### config.mk
export PLATFORM = sky130hd
export DESIGN_NAME = retransmit_table
export DESIGN_NICKNAME = d
export VERILOG_FILES = /design/src/design/rt_pkg.sv /design/src/design/rt_cell.sv /design/src/design/rt_head.sv /design/src/design/retransmit_table.sv
export SDC_FILE = /design/constraint.sdc
export NUM_CORES = 2
export LEC_CHECK = 0
export ABC_AREA = 1
export BUFFER_PORTS_ARGS = -buffer_cell sky130_fd_sc_hd__buf_2
export CAP_MARGIN = 30
export CORE_MARGIN = 5
export CORE_UTILIZATION = 45
export CTS_BUF_LIST = sky130_fd_sc_hd__clkbuf_2 sky130_fd_sc_hd__clkbuf_4 sky130_fd_sc_hd__clkbuf_8
export DETAILED_ROUTE_END_ITERATION = 10
export SLEW_MARGIN = 5
export SYNTH_ARGS = -nofsm -noshare
export SYNTH_HDL_FRONTEND = slang
export SYNTH_SLANG_ARGS = --single-unit
### constraint.sdc
create_clock -name clock -period 37.2 [get_ports clock]
set_input_delay 7.44 -clock clock [delete_from_list [all_inputs] [get_ports clock]]
set_output_delay 7.44 -clock clock [all_outputs]
set_load 0.005 [all_outputs]
### src/design/rt_pkg.sv
`default_nettype none
package rt_pkg;
   localparam int SLOTS        = 16;
   localparam int HEADER_BYTES = 16;
   localparam int KEY_BYTES    = 8;
   localparam int CNT_W        = $clog2(SLOTS + 1);
   localparam logic [15:0] PERIOD_RESET = 16'd100;

   typedef enum logic [1:0] {
      OP_PUSH, OP_TICK, OP_FIND, OP_FIND_REMOVE
   } op_type;

   typedef enum logic [2:0] {
      K_PUSHED, K_FULL, K_RESEND, K_EXPIRED, K_FOUND, K_FOUND_REMOVED, K_NOT_FOUND,
      K_TICK_DONE
   } kind_type;

   typedef enum logic [1:0] {
      ST_IDLE, ST_PASS, ST_DONE
   } state_type;

   typedef struct packed {
      logic [63:0] bytes_lo;
      logic [63:0] bytes_hi;
      logic [15:0] handle;
      logic [7:0]  retries;
      logic [15:0] countdown;
   } entry_type;

   typedef struct packed {
      logic load;
      logic shift;
   } cell_ctl_type;

   typedef struct packed {
      logic     keep;
      logic     emit;
      logic     match;
      kind_type kind;
   } head_res_type;
endpackage
`default_nettype wire

### src/design/rt_cell.sv
`default_nettype none
module rt_cell
   import rt_pkg::*;
(
   input  wire logic         clock,
   input  wire cell_ctl_type ctl,
   input  wire entry_type    neighbor,
   input  wire entry_type    load_data,
   output entry_type         entry
);
   entry_type entry_ff;
   entry_type entry_in;

   always_comb begin
      if (ctl.load) begin
         entry_in = load_data;
      end else if (ctl.shift) begin
         entry_in = neighbor;
      end else begin
         entry_in = entry_ff;
      end
   end

   always_ff @(posedge clock) begin
      entry_ff <= entry_in;
   end

   assign entry = entry_ff;
endmodule
`default_nettype wire

### src/design/rt_head.sv
`default_nettype none
module rt_head
   import rt_pkg::*;
(
   input  wire entry_type   head,
   input  wire op_type      op,
   input  wire logic [63:0] key,
   input  wire logic [3:0]  key_len,
   input  wire logic [3:0]  start,
   input  wire logic [15:0] period,
   input  wire logic        find_done,
   output entry_type        updated,
   output head_res_type     res
);
   logic [127:0] hdr;
   logic [3:0]   len;
   logic         fits;
   logic         eq;
   logic [3:0]   pos;
   logic [15:0]  cd_dec;
   logic [7:0]   rt_dec;

   always_comb begin
      hdr    = {head.bytes_hi, head.bytes_lo};
      len    = (key_len > 4'd8) ? 4'd8 : key_len;
      fits   = ({1'b0, start} + {1'b0, len}) <= 5'(HEADER_BYTES);
      eq     = 1'b1;
      pos    = '0;
      for (int i = 0; i < KEY_BYTES; i++) begin
         pos = start + 4'(i);
         if ((4'(i) < len) && (hdr[pos*8 +: 8] != key[i*8 +: 8])) begin
            eq = 1'b0;
         end
      end
      cd_dec  = head.countdown - 16'd1;
      rt_dec  = head.retries - 8'd1;
      updated = head;
      res     = '{keep: 1'b1, emit: 1'b0, match: 1'b0, kind: K_RESEND};
      case (op)
         OP_TICK: begin
            if ((head.retries != 8'd0) && (head.countdown != 16'd0)) begin
               if (cd_dec == 16'd0) begin
                  updated.countdown = period;
                  updated.retries   = rt_dec;
                  res.emit          = 1'b1;
                  if (rt_dec == 8'd0) begin
                     res.kind = K_EXPIRED;
                     res.keep = 1'b0;
                  end
               end else begin
                  updated.countdown = cd_dec;
               end
            end
         end
         OP_FIND, OP_FIND_REMOVE: begin
            if (!find_done && fits && eq) begin
               res.match = 1'b1;
               res.keep  = (op != OP_FIND_REMOVE);
            end
         end
         default: begin
         end
      endcase
   end
endmodule
`default_nettype wire

### src/design/retransmit_table.sv
// Push: the result is registered in the cycle after the beat is taken; the next
// beat may follow at once. Tick and find: each held entry passes through the head
// evaluator once, then a closing result is issued, and no new beat is taken until
// the closing result has been issued. The entry row rotates through the head
// evaluator once per tick or find. Output stalls pause the rotation and hold off
// new beats. Reset (synchronous): table empty, resend period 100, no result
// pending.
`default_nettype none
module retransmit_table
   import rt_pkg::*;
(
   input  wire logic         clock,
   input  wire logic         reset,
   input  wire logic         req_tvalid,
   output logic              req_tready,
   // head_lo, head_hi, packet_id, repeat_count, first_timeout, key, key_len, start_index
   input  wire logic [239:0] req_tdata,
   // op
   input  wire logic [1:0]   req_tuser,
   output logic              rsp_tvalid,
   input  wire logic         rsp_tready,
   // result_id, entries_held, zero fill
   output logic [23:0]       rsp_tdata,
   // kind
   output logic [2:0]        rsp_tuser,
   output logic              rsp_tlast,
   input  wire logic         csr_wr_en,
   input  wire logic [15:0]  csr_wr_data
);
   state_type        state_ff, state_in;
   logic [CNT_W-1:0] count_ff, count_in;
   logic [CNT_W-1:0] rem_ff, rem_in;
   op_type           op_ff, op_in;
   logic [63:0]      key_ff, key_in;
   logic [3:0]       len_ff, len_in;
   logic [3:0]       start_ff, start_in;
   logic [15:0]      period_ff;
   logic             found_ff, found_in;
   logic [15:0]      found_id_ff, found_id_in;
   logic             rsp_valid_ff, rsp_valid_in;
   kind_type         rsp_kind_ff, rsp_kind_in;
   logic [15:0]      rsp_id_ff, rsp_id_in;
   logic [CNT_W-1:0] rsp_held_ff, rsp_held_in;
   logic             rsp_last_ff, rsp_last_in;

   logic             slot_free, accept, step, push_wr, emit;
   op_type           req_op;
   entry_type        push_entry, upd, load_data;
   head_res_type     hres;
   logic [CNT_W-1:0] count_step;
   entry_type        cell_q [SLOTS];
   cell_ctl_type     ctl [SLOTS];

   assign req_op     = op_type'(req_tuser);
   assign push_entry = '{bytes_lo: req_tdata[63:0], bytes_hi: req_tdata[127:64],
                         handle: req_tdata[143:128], retries: req_tdata[151:144],
                         countdown: req_tdata[167:152]};
   assign slot_free  = !rsp_valid_ff || rsp_tready;
   assign req_tready = (state_ff == ST_IDLE) && slot_free;
   assign accept     = req_tvalid && req_tready;
   assign step       = (state_ff == ST_PASS) && slot_free;
   assign push_wr    = accept && (req_op == OP_PUSH) && (count_ff < CNT_W'(SLOTS));
   assign count_step = hres.keep ? count_ff : count_ff - CNT_W'(1);
   assign load_data  = step ? upd : push_entry;

   rt_head u_head (
      .head      (cell_q[0]),
      .op        (op_ff),
      .key       (key_ff),
      .key_len   (len_ff),
      .start     (start_ff),
      .period    (period_ff),
      .find_done (found_ff),
      .updated   (upd),
      .res       (hres)
   );

   for (genvar g = 0; g < SLOTS; g++) begin : g_cell
      assign ctl[g].shift = step;
      assign ctl[g].load  = (step && hres.keep && (CNT_W'(g) == count_ff - CNT_W'(1)))
                          || (push_wr && (CNT_W'(g) == count_ff));
      rt_cell u_cell (
         .clock     (clock),
         .ctl       (ctl[g]),
         .neighbor  (cell_q[(g < SLOTS - 1) ? g + 1 : g]),
         .load_data (load_data),
         .entry     (cell_q[g])
      );
   end

   always_comb begin
      state_in    = state_ff;
      count_in    = count_ff;
      rem_in      = rem_ff;
      op_in       = op_ff;
      key_in      = key_ff;
      len_in      = len_ff;
      start_in    = start_ff;
      found_in    = found_ff;
      found_id_in = found_id_ff;
      emit        = 1'b0;
      rsp_kind_in = rsp_kind_ff;
      rsp_id_in   = rsp_id_ff;
      rsp_held_in = rsp_held_ff;
      rsp_last_in = rsp_last_ff;
      case (state_ff)
         ST_IDLE: begin
            if (accept) begin
               op_in    = req_op;
               key_in   = req_tdata[231:168];
               len_in   = req_tdata[235:232];
               start_in = req_tdata[239:236];
               found_in = 1'b0;
               rem_in   = count_ff;
               if (req_op == OP_PUSH) begin
                  emit        = 1'b1;
                  rsp_last_in = 1'b1;
                  if (push_wr) begin
                     count_in    = count_ff + CNT_W'(1);
                     rsp_kind_in = K_PUSHED;
                     rsp_id_in   = push_entry.handle;
                     rsp_held_in = count_ff + CNT_W'(1);
                  end else begin
                     rsp_kind_in = K_FULL;
                     rsp_id_in   = '0;
                     rsp_held_in = count_ff;
                  end
               end else if (count_ff == '0) begin
                  state_in = ST_DONE;
               end else begin
                  state_in = ST_PASS;
               end
            end
         end
         ST_PASS: begin
            if (step) begin
               rem_in   = rem_ff - CNT_W'(1);
               count_in = count_step;
               if (hres.emit) begin
                  emit        = 1'b1;
                  rsp_kind_in = hres.kind;
                  rsp_id_in   = cell_q[0].handle;
                  rsp_held_in = count_step;
                  rsp_last_in = 1'b0;
               end
               if (hres.match) begin
                  found_in    = 1'b1;
                  found_id_in = cell_q[0].handle;
               end
               if (rem_ff == CNT_W'(1)) begin
                  state_in = ST_DONE;
               end
            end
         end
         ST_DONE: begin
            if (slot_free) begin
               emit        = 1'b1;
               rsp_held_in = count_ff;
               rsp_last_in = 1'b1;
               if (op_ff == OP_TICK) begin
                  rsp_kind_in = K_TICK_DONE;
                  rsp_id_in   = '0;
               end else if (found_ff) begin
                  rsp_kind_in = (op_ff == OP_FIND_REMOVE) ? K_FOUND_REMOVED : K_FOUND;
                  rsp_id_in   = found_id_ff;
               end else begin
                  rsp_kind_in = K_NOT_FOUND;
                  rsp_id_in   = '0;
               end
               state_in = ST_IDLE;
            end
         end
         default: begin
            state_in = ST_IDLE;
         end
      endcase
      rsp_valid_in = emit ? 1'b1 : (rsp_tready ? 1'b0 : rsp_valid_ff);
   end

   always_ff @(posedge clock) begin
      if (reset) begin
         state_ff     <= ST_IDLE;
         count_ff     <= '0;
         rem_ff       <= '0;
         found_ff     <= 1'b0;
         rsp_valid_ff <= 1'b0;
         period_ff    <= PERIOD_RESET;
      end else begin
         state_ff     <= state_in;
         count_ff     <= count_in;
         rem_ff       <= rem_in;
         found_ff     <= found_in;
         rsp_valid_ff <= rsp_valid_in;
         if (csr_wr_en) begin
            period_ff <= csr_wr_data;
         end
      end
   end

   always_ff @(posedge clock) begin
      op_ff       <= op_in;
      key_ff      <= key_in;
      len_ff      <= len_in;
      start_ff    <= start_in;
      found_id_ff <= found_id_in;
      rsp_kind_ff <= rsp_kind_in;
      rsp_id_ff   <= rsp_id_in;
      rsp_held_ff <= rsp_held_in;
      rsp_last_ff <= rsp_last_in;
   end

   assign rsp_tvalid = rsp_valid_ff;
   assign rsp_tdata  = {3'b000, rsp_held_ff, rsp_id_ff};
   assign rsp_tuser  = rsp_kind_ff;
   assign rsp_tlast  = rsp_last_ff;

`ifndef SYNTHESIS
   a_count_range: assert property (@(posedge clock) disable iff (reset)
      count_ff <= CNT_W'(SLOTS))
      else $error("entry count above table size");
   a_pass_rem: assert property (@(posedge clock) disable iff (reset)
      (state_ff == ST_PASS) |-> ((rem_ff != '0) && (rem_ff <= count_ff)))
      else $error("rotation counter out of range");
   a_push_count: assert property (@(posedge clock) disable iff (reset)
      push_wr |=> (count_ff == $past(count_ff) + CNT_W'(1)))
      else $error("push did not grow table");
   a_idle_accept: assert property (@(posedge clock) disable iff (reset)
      accept |-> (state_ff == ST_IDLE))
      else $error("beat taken while busy");
`endif
endmodule
`default_nettype wire
==> reports/results.ini <==
[timing]
worstMarginPinSlew_ns = 1.11
period_minus_slack_ns = 15.53
rsz0062_at_grt = no
final_hold_viol_count = 0
min_period_over_period_pct = 41.7
final_max_slew_viol_count = 0
setup_viol = 0
max_clock_freq_ghz = 0.0644
finClkSkew_ns = 0.107
fin_tns_setup_ns = 0
slew_headroom_pct = 26.2

[pwr]
p_clk_share_pct = 24.1
power_frac_comb_pct = 26.6
ir_drop_mv = 0.0437
swShare_pct = 34.7
leakage_nw = 60.2
power.internal_w = 0.00704
netSwitchingPower_w = 0.00374
power_density_mw_per_mm2 = 76.0
seqPwrFrac_pct = 49.3

[setup_path]
arrival_ns = 8.09
worstSetupStartpoint = rsp_tready
critPathKind = in2out
r2r_start = start_ff[0]
start_kind = input port
cp_slowest_cell = nor2_1
critPathMaxStageDelay_ns = 0.31
cp_max_fo = 4
critical_path_required_ns = 29.76
cp-end-kind = output pin
crit_path_cell_trace = buf_2, nor2_1, nor2_1, buf_2

[min_path]
hold_start = g_cell[7].u_cell.entry[117]
hp-class = reg2reg

[logic_synthesis]
synth_seq_cells = 2833
yosysSeqAreaShare_pct = 65.5
avgSynthCellArea_sq_um = 9.43
synth_top_area_share_pct = 65.1
post-synth-top-area-cell = edfxtp_1
synth_ff_type = edfxtp_1
yosys_warnings = 0
async_flop_share_pct = 0
netlist_area_sq_mm = 0.129
ys_types = 47
synth_top_cells_by_area = edfxtp_1, nand2_1, nand3_1
syn_inst = 13700
synthTopCellsByCount = nand2_1, edfxtp_1, nand3_1
synth-edff-count = 2803
yosysMostFrequentCell = nand2_1

[global_routing]
grt_usage_pct = 23.1
grt_max_degree = 131
grt.overflow.total = 0
grt_pass1_vias = 84400
antenna_found_initial = 7
grt_pass1_wl_um = 535000

[floorplan]
start_util_pct = 45.3
die_w_um = 546
fp.coreArea_sq_mm = 0.286
die_y_um = 546
rows = 196
dieArea_sq_mm = 0.298
io_pins = 293

[place]
globalplace.congestion = 0.990
dp_hpwl_um = 229000
io_buffers = 289

[clock_tree]
cts-resized-gates = 0
cts_buffer_depth = 4
clk_pin_slew_ns = 0.06
post_cts_buffers = 0
clock-sinks = 2833
numCtsBuffers = 464
cts_tree = built
cts_hold_buf = 0
clkLatencyLatePin_ns = 1.05
h-tree-depth = 5
cts_root_buf = clkbuf_8

[finish]
post-route-util_pct = 49.7
drive_gt1_share_pct = 8.88
syn2layout_area_growth_pct = 9.68
fin_nets = 14100

[detailed_routing]
dr.pass1.iters = 10
first_iter_violations = 9602
drc = 0
vias = 91100
antenna_left = 0
wl_um = 352000
vias_per_cell = 5.09
wl_per_cell_um = 19.6

[run]
cap_violations = 0

[run_status]
outcome = finished clean

## area by class of cell
cell class / count / area [sq um]
inverter: 172 / 764
fill: 25800 / 144000
clock buffer: 649 / 7840
clock inverter: 166 / 860
tap: 3762 / 4710
antenna: 4 / 10.0
timing repair buffer: 459 / 3120
sequential: 2833 / 84800
multi-input combinational: 9862 / 39800
## metal layers
metal	vias up	global-route usage, %	part of all wire [%]
met2	3727	33.4	42
li1	44800	-	-
met5	-	0	0.0031
met4	2	8.00	3.5
met1	42000	35.1	46
met3	580	4.26	9.2
## logic make-up (layout without fill, tap and decap cells)
group / Yosys count / count (layout) / synth area share, %
XOR/XNOR: 22 / 22 / 0.172
flip-flops: 2833 / 2833 / 65.5
buffers and inverters: 1031 / 1446 / 3.95
AND/OR/NAND/NOR: 9599 / 9599 / 29.2
other: 1 / 7 / 0.00290
adder cells (fa/ha/maj): 31 / 31 / 0.306
AO/OA/AOI/OAI: 207 / 207 / 0.872
## layout by cell type (no fill, tap or decap), types with 16 or more instances in the layout
cell type,count
buf_2,289
edfxtp_1,2803
inv_8,19
nand3_1,944
inv_1,145
dfxtp_1,30
buf_4,140
clkinv_2,29
clkinv_1,122
nand3b_1,25
nand2_1,8374
nor2_1,175
o21ai_0,77
ha_1,29
nand2_4,16
clkbuf_8,475
a21oi_1,70
clkbuf_4,174
## registers in the layout, indices dropped and copies added, names as in the netlist
register and count:
rsp_tlast 1, key_ff 64, period_ff 16, rem_ff 5, rsp_tuser 3, rsp_tvalid 1
count_ff 5, rsp_id_ff 16, found_ff 1, g_cell.u_cell.entry 2688, state_ff 2, found_id_ff 16
start_ff 4, len_ff 4, rsp_held_ff 5, op_ff 2
## per-stage QoR
| stage | area [sq um] | instances | worst slack, ns | total power, W | hold WS, ns |
|---|---|---|---|---|---|
| floorplan | 129000 | 13700 | 15.68 | 0.00729 | 0.424 |
| global placement | 133000 | 17100 | 21.69 | 0.00813 | 0.437 |
| detailed placement | 133000 | 17100 | 21.68 | 0.00820 | 0.436 |
| global route | 142000 | 17900 | 21.61 | 0.0114 | 0.451 |
| finish | 142000 | 17900 | 21.67 | 0.0108 | 0.425 |
| CTS | 142000 | 17900 | 21.68 | 0.0108 | 0.434 |
## worst paths after layout
path	to	slack (ns)	cells after the start
worst max-delay path	req_tready	21.67	4
worst min-delay path	g_cell[6].u_cell.entry[117]	0.42	2
worst max register to register	g_cell[3].u_cell.entry[109]	28.18	25
worst min register to register	g_cell[6].u_cell.entry[117]	0.42	2
## worst max-delay path: cells and delay by family
kind                   cells  cell delay [ns]
and+or+nand+nor            2             0.41
buffers and inverters      2             0.24
## power by group through the flow
stage / clock network (W) / logic [W] / registers, W
after floorplan: 0 / 0.00190 / 0.00539
after global placement: 0 / 0.00277 / 0.00536
after detailed placement: 0 / 0.00283 / 0.00537
after CTS: 0.00265 / 0.00284 / 0.00532
after global routing: 0.00280 / 0.00322 / 0.00539
final: 0.00259 / 0.00287 / 0.00531
No activity file was read; power rests on OpenSTA's default activity.
